**src/dq_pkg.sv**
```systemverilog
// ----------------------------------------------------------------------------
// dq_pkg: shared types and codes for the double-ended queue
// Payload structs, command and status codes, controller/datapath interface.
// ----------------------------------------------------------------------------
`default_nettype none

package dq_pkg;

  localparam int unsigned DepthDefault = 64;
  localparam int unsigned WordW        = 32;
  localparam int unsigned CmdW         = 3;
  localparam int unsigned StatW        = 2;

  // command codes
  localparam logic [CmdW-1:0] CMD_PUSH_FRONT = 3'd0;
  localparam logic [CmdW-1:0] CMD_PUSH_BACK  = 3'd1;
  localparam logic [CmdW-1:0] CMD_POP_FRONT  = 3'd2;
  localparam logic [CmdW-1:0] CMD_POP_BACK   = 3'd3;
  localparam logic [CmdW-1:0] CMD_LIST       = 3'd4;

  // status codes
  localparam logic [StatW-1:0] ST_OK    = 2'd0;
  localparam logic [StatW-1:0] ST_EMPTY = 2'd1;
  localparam logic [StatW-1:0] ST_FULL  = 2'd2;

  typedef struct packed {
    logic [CmdW-1:0]  command;
    logic [WordW-1:0] value;
  } in_item_t;

  typedef struct packed {
    logic [WordW-1:0] value_res;
    logic [StatW-1:0] status;
    logic             last;
  } out_item_t;

  // pointer/store update requested by the controller
  typedef enum logic [2:0] {
    UPD_NONE,
    UPD_PUSH_FRONT,
    UPD_PUSH_BACK,
    UPD_POP_FRONT,
    UPD_POP_BACK
  } upd_e;

  // source of the next output register load
  typedef enum logic [1:0] {
    OUT_HOLD,
    OUT_STATUS,
    OUT_PEND,
    OUT_LIST
  } out_sel_e;

  typedef struct packed {
    upd_e             upd;
    logic             list_first;
    logic             list_next;
    out_sel_e         out_sel;
    logic             pend_load;
    logic [StatW-1:0] status;
  } ctrl_cmd_t;

  typedef struct packed {
    logic empty;
    logic full;
    logic list_last;
    logic out_free;
  } dp_stat_t;

endpackage

`default_nettype wire

```
**src/dq_ram.sv**
```systemverilog
// ----------------------------------------------------------------------------
// dq_ram: generic single-write, single-read RAM
// One write port, one read port with registered read data and read enable.
// ----------------------------------------------------------------------------
`default_nettype none

module dq_ram #(
  parameter int unsigned Width = 32,
  parameter int unsigned Depth = 64
) (
  input  wire logic                     clk_i,
  input  wire logic                     we_i,
  input  wire logic [$clog2(Depth)-1:0] waddr_i,
  input  wire logic [Width-1:0]         wdata_i,
  input  wire logic                     re_i,
  input  wire logic [$clog2(Depth)-1:0] raddr_i,
  output logic      [Width-1:0]         rdata_o
);

  logic [Width-1:0] mem_q [Depth];
  logic [Width-1:0] rdata_q;

  always_ff @(posedge clk_i) begin
    if (we_i) begin
      mem_q[waddr_i] <= wdata_i;
    end
    if (re_i) begin
      rdata_q <= mem_q[raddr_i];
    end
  end

  assign rdata_o = rdata_q;

endmodule

`default_nettype wire

```
**src/dq_ctrl.sv**
```systemverilog
// ----------------------------------------------------------------------------
// dq_ctrl: command sequencer
// Decodes commands, picks status, steps listings and output register loads.
// ----------------------------------------------------------------------------
`default_nettype none

module dq_ctrl (
  input  wire logic                     clk_i,
  input  wire logic                     rst_ni,
  input  wire logic                     in_valid_i,
  output logic                          in_stall_o,
  input  wire logic [dq_pkg::CmdW-1:0]  command_i,
  input  wire dq_pkg::dp_stat_t         stat_i,
  output dq_pkg::ctrl_cmd_t             cmd_o
);

  localparam logic [1:0] S_IDLE = 2'd0;
  localparam logic [1:0] S_HOLD = 2'd1;  // status result waits for output reg
  localparam logic [1:0] S_LIST = 2'd2;  // streaming entries

  logic [1:0] state_q, state_d;
  logic       accept;

  assign in_stall_o = (state_q != S_IDLE);
  assign accept     = in_valid_i && (state_q == S_IDLE);

  always_comb begin
    state_d = state_q;
    cmd_o   = '{upd: dq_pkg::UPD_NONE, list_first: 1'b0, list_next: 1'b0,
                out_sel: dq_pkg::OUT_HOLD, pend_load: 1'b0, status: dq_pkg::ST_OK};
    case (state_q)
      S_IDLE: begin
        if (accept) begin
          if ((command_i == dq_pkg::CMD_LIST) && !stat_i.empty) begin
            cmd_o.list_first = 1'b1;
            state_d          = S_LIST;
          end else begin
            case (command_i)
              dq_pkg::CMD_PUSH_FRONT: begin
                if (stat_i.full) cmd_o.status = dq_pkg::ST_FULL;
                else cmd_o.upd = dq_pkg::UPD_PUSH_FRONT;
              end
              dq_pkg::CMD_PUSH_BACK: begin
                if (stat_i.full) cmd_o.status = dq_pkg::ST_FULL;
                else cmd_o.upd = dq_pkg::UPD_PUSH_BACK;
              end
              dq_pkg::CMD_POP_FRONT: begin
                if (stat_i.empty) cmd_o.status = dq_pkg::ST_EMPTY;
                else cmd_o.upd = dq_pkg::UPD_POP_FRONT;
              end
              dq_pkg::CMD_POP_BACK: begin
                if (stat_i.empty) cmd_o.status = dq_pkg::ST_EMPTY;
                else cmd_o.upd = dq_pkg::UPD_POP_BACK;
              end
              dq_pkg::CMD_LIST: begin
                cmd_o.status = dq_pkg::ST_EMPTY;
              end
              default: begin
                cmd_o.status = dq_pkg::ST_OK;
              end
            endcase
            if (stat_i.out_free) begin
              cmd_o.out_sel = dq_pkg::OUT_STATUS;
            end else begin
              cmd_o.pend_load = 1'b1;
              state_d         = S_HOLD;
            end
          end
        end
      end
      S_HOLD: begin
        if (stat_i.out_free) begin
          cmd_o.out_sel = dq_pkg::OUT_PEND;
          state_d       = S_IDLE;
        end
      end
      S_LIST: begin
        if (stat_i.out_free) begin
          cmd_o.out_sel = dq_pkg::OUT_LIST;
          if (stat_i.list_last) state_d = S_IDLE;
          else cmd_o.list_next = 1'b1;
        end
      end
      default: begin
        state_d = S_IDLE;
      end
    endcase
  end

  always_ff @(posedge clk_i or negedge rst_ni) begin
    if (!rst_ni) begin
      state_q <= S_IDLE;
    end else begin
      state_q <= state_d;
    end
  end

  // a listing only runs over a non-empty queue
  a_list_nonempty: assert property (@(posedge clk_i) disable iff (!rst_ni)
    (state_q == S_LIST) |-> !stat_i.empty)
    else $error("listing on empty queue");

  // nothing accepted while a listing or held status is in flight
  a_no_accept_busy: assert property (@(posedge clk_i) disable iff (!rst_ni)
    (state_q == S_LIST || state_q == S_HOLD) |-> !accept)
    else $error("accept while busy");

endmodule

`default_nettype wire

```
**src/dq_dpath.sv**
```systemverilog
// ----------------------------------------------------------------------------
// dq_dpath: ring store, pointers and output register
// Front index, entry count, listing cursor, held status and result register.
// ----------------------------------------------------------------------------
`default_nettype none

module dq_dpath #(
  parameter int unsigned Depth = dq_pkg::DepthDefault
) (
  input  wire logic                      clk_i,
  input  wire logic                      rst_ni,
  input  wire logic [dq_pkg::WordW-1:0]  value_i,
  input  wire dq_pkg::ctrl_cmd_t         cmd_i,
  output dq_pkg::dp_stat_t               stat_o,
  output logic                           out_valid_o,
  input  wire logic                      out_stall_i,
  output dq_pkg::out_item_t              out_item_o
);

  localparam int unsigned IdxW = $clog2(Depth);
  localparam int unsigned CntW = $clog2(Depth + 1);
  localparam logic [IdxW:0]   DepthX   = (IdxW + 1)'(Depth);
  localparam logic [IdxW-1:0] LastSlot = IdxW'(Depth - 1);
  localparam logic [CntW-1:0] DepthC   = CntW'(Depth);

  logic [IdxW-1:0]          front_q, front_d;
  logic [CntW-1:0]          count_q, count_d;
  logic [IdxW-1:0]          k_q, k_d;
  logic [dq_pkg::StatW-1:0] pend_q;
  logic                     out_valid_q, out_valid_d;
  dq_pkg::out_item_t        out_q, out_d;

  logic [IdxW:0]            back_sum, rd_sum;
  logic [IdxW-1:0]          back_slot, rd_slot, front_dec, front_inc;
  logic                     we, re;
  logic [IdxW-1:0]          waddr, raddr;
  logic [dq_pkg::WordW-1:0] rdata;
  logic                     is_push, is_pop;

  // ring arithmetic: sums stay below twice the depth
  always_comb begin
    back_sum  = {1'b0, front_q} + {1'b0, count_q[IdxW-1:0]};
    back_slot = (back_sum >= DepthX) ? IdxW'(back_sum - DepthX) : back_sum[IdxW-1:0];
    rd_sum    = {1'b0, front_q} + {1'b0, k_q} + (IdxW + 1)'(1);
    rd_slot   = (rd_sum >= DepthX) ? IdxW'(rd_sum - DepthX) : rd_sum[IdxW-1:0];
    front_dec = (front_q == '0) ? LastSlot : front_q - IdxW'(1);
    front_inc = (front_q == LastSlot) ? '0 : front_q + IdxW'(1);
  end

  assign is_push = (cmd_i.upd == dq_pkg::UPD_PUSH_FRONT) ||
                   (cmd_i.upd == dq_pkg::UPD_PUSH_BACK);
  assign is_pop  = (cmd_i.upd == dq_pkg::UPD_POP_FRONT) ||
                   (cmd_i.upd == dq_pkg::UPD_POP_BACK);

  assign we    = is_push;
  assign waddr = (cmd_i.upd == dq_pkg::UPD_PUSH_FRONT) ? front_dec : back_slot;
  assign re    = cmd_i.list_first || cmd_i.list_next;
  assign raddr = cmd_i.list_first ? front_q : rd_slot;

  dq_ram #(
    .Width (dq_pkg::WordW),
    .Depth (Depth)
  ) u_ram (
    .clk_i   (clk_i),
    .we_i    (we),
    .waddr_i (waddr),
    .wdata_i (value_i),
    .re_i    (re),
    .raddr_i (raddr),
    .rdata_o (rdata)
  );

  assign stat_o.empty     = (count_q == '0);
  assign stat_o.full      = (count_q == DepthC);
  assign stat_o.list_last = ((CntW'(k_q) + CntW'(1)) == count_q);
  assign stat_o.out_free  = !out_valid_q || !out_stall_i;

  always_comb begin
    front_d = front_q;
    count_d = count_q;
    k_d     = k_q;
    case (cmd_i.upd)
      dq_pkg::UPD_PUSH_FRONT: begin
        front_d = front_dec;
        count_d = count_q + CntW'(1);
      end
      dq_pkg::UPD_PUSH_BACK: count_d = count_q + CntW'(1);
      dq_pkg::UPD_POP_FRONT: begin
        front_d = front_inc;
        count_d = count_q - CntW'(1);
      end
      dq_pkg::UPD_POP_BACK: count_d = count_q - CntW'(1);
      default: ;
    endcase
    if (cmd_i.list_first) k_d = '0;
    else if (cmd_i.list_next) k_d = k_q + IdxW'(1);
  end

  always_comb begin
    out_d       = out_q;
    out_valid_d = out_valid_q && out_stall_i;
    case (cmd_i.out_sel)
      dq_pkg::OUT_STATUS: begin
        out_d       = '{value_res: '0, status: cmd_i.status, last: 1'b1};
        out_valid_d = 1'b1;
      end
      dq_pkg::OUT_PEND: begin
        out_d       = '{value_res: '0, status: pend_q, last: 1'b1};
        out_valid_d = 1'b1;
      end
      dq_pkg::OUT_LIST: begin
        out_d       = '{value_res: rdata, status: dq_pkg::ST_OK,
                        last: stat_o.list_last};
        out_valid_d = 1'b1;
      end
      default: ;
    endcase
  end

  always_ff @(posedge clk_i or negedge rst_ni) begin
    if (!rst_ni) begin
      front_q     <= '0;
      count_q     <= '0;
      k_q         <= '0;
      out_valid_q <= 1'b0;
    end else begin
      front_q     <= front_d;
      count_q     <= count_d;
      k_q         <= k_d;
      out_valid_q <= out_valid_d;
    end
  end

  always_ff @(posedge clk_i) begin
    out_q <= out_d;
    if (cmd_i.pend_load) pend_q <= cmd_i.status;
  end

  assign out_valid_o = out_valid_q;
  assign out_item_o  = out_q;

  a_count_range: assert property (@(posedge clk_i) disable iff (!rst_ni)
    count_q <= DepthC)
    else $error("entry count beyond depth");

  a_push_not_full: assert property (@(posedge clk_i) disable iff (!rst_ni)
    is_push |-> !stat_o.full)
    else $error("push into full store");

  a_pop_not_empty: assert property (@(posedge clk_i) disable iff (!rst_ni)
    is_pop |-> !stat_o.empty)
    else $error("pop from empty store");

  a_load_when_free: assert property (@(posedge clk_i) disable iff (!rst_ni)
    (cmd_i.out_sel != dq_pkg::OUT_HOLD) |-> stat_o.out_free)
    else $error("output register overwritten while stalled");

endmodule

`default_nettype wire

```
**src/double_ended_queue.sv**
```systemverilog
// ----------------------------------------------------------------------------
// double_ended_queue: bounded deque of 32-bit words
// Push/pop at either end, or stream all entries front to back.
// ----------------------------------------------------------------------------
//
//   channel  | valid        | stall        | payload
//   ---------+--------------+--------------+--------------------------------
//   input    | in_valid_i   | in_stall_o   | in_item_i  (command, value)
//   output   | out_valid_o  | out_stall_i  | out_item_o (value_res, status, last)
//
// Push, pop and unused commands: one status transaction each.
// Listing: first entry via the RAM read register and output register, then one
//   entry per cycle unless stalled; the single RAM read port sets this rate.
// Reset clears front index, count and output valid; store contents are left.
// A stalled output holds one status in a side register while the next command
//   is already taken; further commands wait until it drains.
// ----------------------------------------------------------------------------
`default_nettype none

module double_ended_queue #(
  parameter int unsigned Depth = dq_pkg::DepthDefault  // 2..64
) (
  input  wire logic              clk_i,
  input  wire logic              rst_ni,
  // command channel
  input  wire logic              in_valid_i,
  output logic                   in_stall_o,
  input  wire dq_pkg::in_item_t  in_item_i,
  // result channel
  output logic                   out_valid_o,
  input  wire logic              out_stall_i,
  output dq_pkg::out_item_t      out_item_o
);

  // controller -> datapath commands, datapath -> controller status
  dq_pkg::ctrl_cmd_t ctrl_cmd;
  dq_pkg::dp_stat_t  dp_stat;

  // sequencer: decode, status choice, listing steps
  dq_ctrl u_ctrl (
    .clk_i      (clk_i),
    .rst_ni     (rst_ni),
    .in_valid_i (in_valid_i),
    .in_stall_o (in_stall_o),
    .command_i  (in_item_i.command),
    .stat_i     (dp_stat),
    .cmd_o      (ctrl_cmd)
  );

  // ring store, pointers and result register
  dq_dpath #(
    .Depth (Depth)
  ) u_dpath (
    .clk_i       (clk_i),
    .rst_ni      (rst_ni),
    .value_i     (in_item_i.value),
    .cmd_i       (ctrl_cmd),
    .stat_o      (dp_stat),
    .out_valid_o (out_valid_o),
    .out_stall_i (out_stall_i),
    .out_item_o  (out_item_o)
  );

endmodule

`default_nettype wire
```
**config.mk**
```make
export PLATFORM = sky130hd
export DESIGN_NAME = double_ended_queue
export DESIGN_NICKNAME = d
export VERILOG_FILES = /design/src/dq_pkg.sv /design/src/dq_ram.sv /design/src/dq_ctrl.sv /design/src/dq_dpath.sv /design/src/double_ended_queue.sv
export SDC_FILE = /design/constraint.sdc
export NUM_CORES = 2
export LEC_CHECK = 0
export ABC_AREA = 1
export BUFFER_PORTS_ARGS = -buffer_cell sky130_fd_sc_hd__buf_2
export CAP_MARGIN = 20
export CORE_ASPECT_RATIO = 1.25
export CORE_UTILIZATION = 24
export CTS_CLUSTER_SIZE = 16
export DETAILED_ROUTE_END_ITERATION = 7
export HOLD_SLACK_MARGIN = 0.1
export PLACE_DENSITY_LB_ADDON = 0.1
export SLEW_MARGIN = 40
export SYNTH_ARGS = -nofsm -noshare
export SYNTH_HDL_FRONTEND = slang
export SYNTH_SLANG_ARGS = --single-unit
```
**constraint.sdc**
```tcl
create_clock -name clk_i -period 6.2 [get_ports clk_i]
set_input_delay 0.31 -clock clk_i [delete_from_list [all_inputs] [get_ports clk_i]]
set_output_delay 0.31 -clock clk_i [all_outputs]
set_load 0.01 [all_outputs]
```
==> out/results.txt <==
The tools report the latest clock arrival within the worst-skew pair as 0.92 ns. Summed over all failing endpoints, the final setup total negative slack is 0 ns. Measured on the finished design, the core utilization comes to 28.21%. Average cell area after synthesis: 10.46 um2. The top cell type by area accounts for 67.95% of the synthesized area. In this run the number of H-tree levels came out at 4. Counting flops with a built-in enable in the synthesized netlist gives 2117.

The number of detailed-route iterations in the first pass was 8. The average detailed-routed wire length per instance was 24.85 um. The count of hold buffers inserted by post-cts repair is 43, and the die outline width is 560.5 um.

For the amount of wire on met2 after detailed routing, the log shows 173.5 mm. STA puts the critical path data required time at 6.96 ns. The site row count is 256.

The run gives 68.54% as the proportion of synthesized chip area in sequential cells. The via count of the first global-routing pass was 62790. The actual slew at the worst max-slew pin was 0.9030 ns. TritonCTS built the clock tree. The cell count after synthesis came out at 8942.

After detailed routing, the met3 layer carries 14.31 mm of wire. For the area of the die, the log shows 392300 um2. Among all cell types in the netlist, the one instantiated most often is sky130_fd_sc_hd__edfxtp_1. Type of element launching the critical path: a register. The number of antenna violations at the first check in global routing is 22. In this run the vertical extent of the chip is 700.1 um. The unique cell type count in the Yosys netlist came out at 40. Setup repair after global routing left no endpoint under its margin.

Number of vias per cell: 4.412. The number of vias in the routed layout is 63770, and the peak fanout along the critical path is 45. After the last flow step, the layout net total stands at 9184. For this run the aggregate overflow at the end of global routing stands at 0. Cells with a size suffix above 1 make up 8.247% of the layout.

Data arrives at the worst endpoint at 5.72 ns. Endpoint class of the critical path: a register. The count of buffers added on input and output ports is 75. Dividing the final minimum period by the clock period gives 80.12%. In this run the remaining antenna-violating nets after routing total 0.

The total length of routed wires was 359.2 mm. The classification of the worst-slack hold path was in2reg. The flow ran to the end, but the final reports show violations. Routability-driven placement finished with a final weighted congestion of 0.7986.

The placeable core area is 388500 um2, and the layout overhead on the synthesized area is 17.15%. Across the routed clock network, the largest skew measured is 0.03778 ns. Counting every net in the synthesized netlist gives 9003. The highest routed metal layer is met4.

The most used flip-flop cell after synthesis was sky130_fd_sc_hd__edfxtp_1. The worst setup path is of the reg2reg kind. Ranked by instance count, the synthesized netlist is headed by sky130_fd_sc_hd__edfxtp_1 (2117), sky130_fd_sc_hd__nand2_1 (2066), sky130_fd_sc_hd__nand3_1 (2006), sky130_fd_sc_hd__inv_1 (1841), sky130_fd_sc_hd__clkbuf_1 (229). The logs give 0 for the final setup violation count and 24.08% for the initial cell density of the core. The post-synthesis instance area was 93560 um2.

The proportion of register bits with asynchronous set or reset after synthesis is 1.029%. For this run, the total global-route usage over all layers was measured as 17.98%. The tools report the wire length the detailed router placed on met1 as 162.2 mm.

Max-cap violations in this run came to 0. The tools report the number of resized instances in the post-cts repair step as 0. Sorting the synthesized cells by area gives the leading types as sky130_fd_sc_hd__edfxtp_1 (68%), sky130_fd_sc_hd__nand3_1 (11%), sky130_fd_sc_hd__nand2_1 (8.3%), sky130_fd_sc_hd__inv_1 (7.4%), sky130_fd_sc_hd__nand3b_1 (1.3%). The largest net degree at the start of global routing is 97, and the DRC violation total after the first TritonRoute iteration is 5254. The worst-case clock buffer depth is 4, and the number of warnings issued by yosys is 0. In this run the tightest slew margin relative to its limit is 39.80%. Of all cell types, the one taking the most synthesized area is sky130_fd_sc_hd__edfxtp_1. Clock tree synthesis inserted a total of 233 buffers.

The run gives 0 as the post-CTS setup buffer count. Once detailed placement completed, the half-perimeter wirelength came to 214.8 mm. 76 I/O pins were placed. The final routed DRC violation total is 3. The final reports fail on design-rule violations. The number of sinks on the clock net is 2139, and the number of max-slew violations in the final report is 0.

The final-report hold violation count came out at 0. The clock transition at the registers of the reported paths was 0.06 ns. The first global-routing pass estimated 501.9 mm of wire. The post-synthesis sequential element count works out to 2139. The maximum operating frequency was 201.3 MHz.

The cell sitting at the root of the clock tree is a sky130_fd_sc_hd__clkbuf_16. After layout, the minimum clock period comes to 4.967 ns.
[per-stage QoR]
| stage | cell area (um2) | setup WS [ns] | std cells | hold WS [ns] |
|---|---|---|---|---|
| final | 109600 | 1.233 | 14460 | 0.3514 |
| after global routing | 109600 | 1.065 | 14450 | 0.3250 |
| after CTS | 109600 | 1.200 | 14450 | 0.2814 |
| after detailed placement | 102200 | 1.217 | 14000 | 0.3542 |
| after global placement | 101900 | 1.170 | 13990 | 0.3572 |
| after floorplan | 93560 | 2.386 | 8942 | 0.01441 |
[placed cells by master (no fill, tap or decap), drive strengths merged, types with 3 or more instances in the layout]
master	instances
edfxtp	2117
xor2	16
fa	3
buf	373
dlygate4sd3	42
bufinv	10
a21o	3
ha	19
nand3	2007
diode	7
clkbuf	304
dfrtp	22
a21oi	12
nand2	2069
clkinvlp	4
inv	1850
nand3b	162
xnor2	7
o21ai	27
nor2	128
nand4	8
clkinv	83
o22ai	4
nor3	6
[metal layers]
layer	GRT usage, %	vias up
met5	0	-
met3	1.769	376
li1	-	29590
met2	30.77	1444
met1	24.20	32370
met4	4.605	0
[path summary, 6_finish.rpt]
| path | startpoint | to | slack (ns) | depth (start not counted) |
|---|---|---|---|---|
| setup / recovery | u_dpath.count_q[1]$_DFFE_PN0P_ | u_dpath.u_ram.rdata_o[23]$_DFFE_PP_ | 1.23 | 16 |
| hold / removal | in_item_i[17] | u_dpath.u_ram.mem_q[59][17]$_DFFE_PP_ | 0.35 | 2 |
| setup reg to reg | u_dpath.count_q[1]$_DFFE_PN0P_ | u_dpath.u_ram.rdata_o[23]$_DFFE_PP_ | 1.23 | 16 |
| hold reg to reg | u_dpath.pend_q[1]$_DFFE_PP_ | u_dpath.out_item_o[2]$_DFFE_PP_ | 0.53 | 1 |
| max in group asynchronous | rst_ni | u_dpath.front_q[3]$_DFFE_PN0P_ | 5.51 | 4 |
| min in group asynchronous | rst_ni | u_dpath.count_q[4]$_DFFE_PN0P_ | 0.51 | 4 |
[critical path, cell delays in order, from the launching register on]
cell and delay, ns:
sky130_fd_sc_hd__dfrtp_1 0.51, sky130_fd_sc_hd__inv_1 0.13, sky130_fd_sc_hd__nand2_1 0.08, sky130_fd_sc_hd__nor2_1 0.05
sky130_fd_sc_hd__nand2_2 0.13, sky130_fd_sc_hd__nand3_2 0.46, sky130_fd_sc_hd__nand2_1 0.31, sky130_fd_sc_hd__inv_1 0.11
sky130_fd_sc_hd__nor2_4 0.65, sky130_fd_sc_hd__buf_4 0.38, sky130_fd_sc_hd__buf_12 0.29, sky130_fd_sc_hd__nand3_1 0.12
sky130_fd_sc_hd__nand3_1 0.09, sky130_fd_sc_hd__nand3_1 0.23, sky130_fd_sc_hd__nand3_1 0.56, sky130_fd_sc_hd__nand3_1 0.47
sky130_fd_sc_hd__nand2_1 0.15
[state kept, by name, indices dropped and copies added, names as in the netlist]
register and cells:
u_dpath.u_ram.rdata_o 32, u_dpath.out_valid_o 1, u_dpath.count_q 7, u_ctrl.state_q 2, u_dpath.u_ram.mem_q 2048, u_dpath.k_q 6
u_dpath.out_item_o 35, u_dpath.pend_q 2, u_dpath.front_q 6
[kinds of logic (layout without fill, tap and decap cells)]
group           after synthesis  count (layout)  synth area share (%)
simple gates               4382            4382                 21.00
buf+inv                    2320            2666                 9.581
flops                      2139            2139                 68.54
compound gates               56              56                0.3531
xor+xnor                     23              23                0.2153
fa+ha+maj                    22              22                0.3183
other cells                   0               7                     0
[cell type report]
class | instances | area (um2)
diodes | 7 | 17.52
clock buffers | 303 | 6238
clock inverters | 97 | 705.7
fillers | 40430 | 278900
inverters | 1850 | 6960
multi-input cells | 4483 | 21070
flip-flops and latches | 2139 | 64120
well taps | 5160 | 6456
repair buffers | 416 | 4035
Power is not shown: default switching activity piles up to over one toggle a cycle in this logic, so the estimate is an artifact.
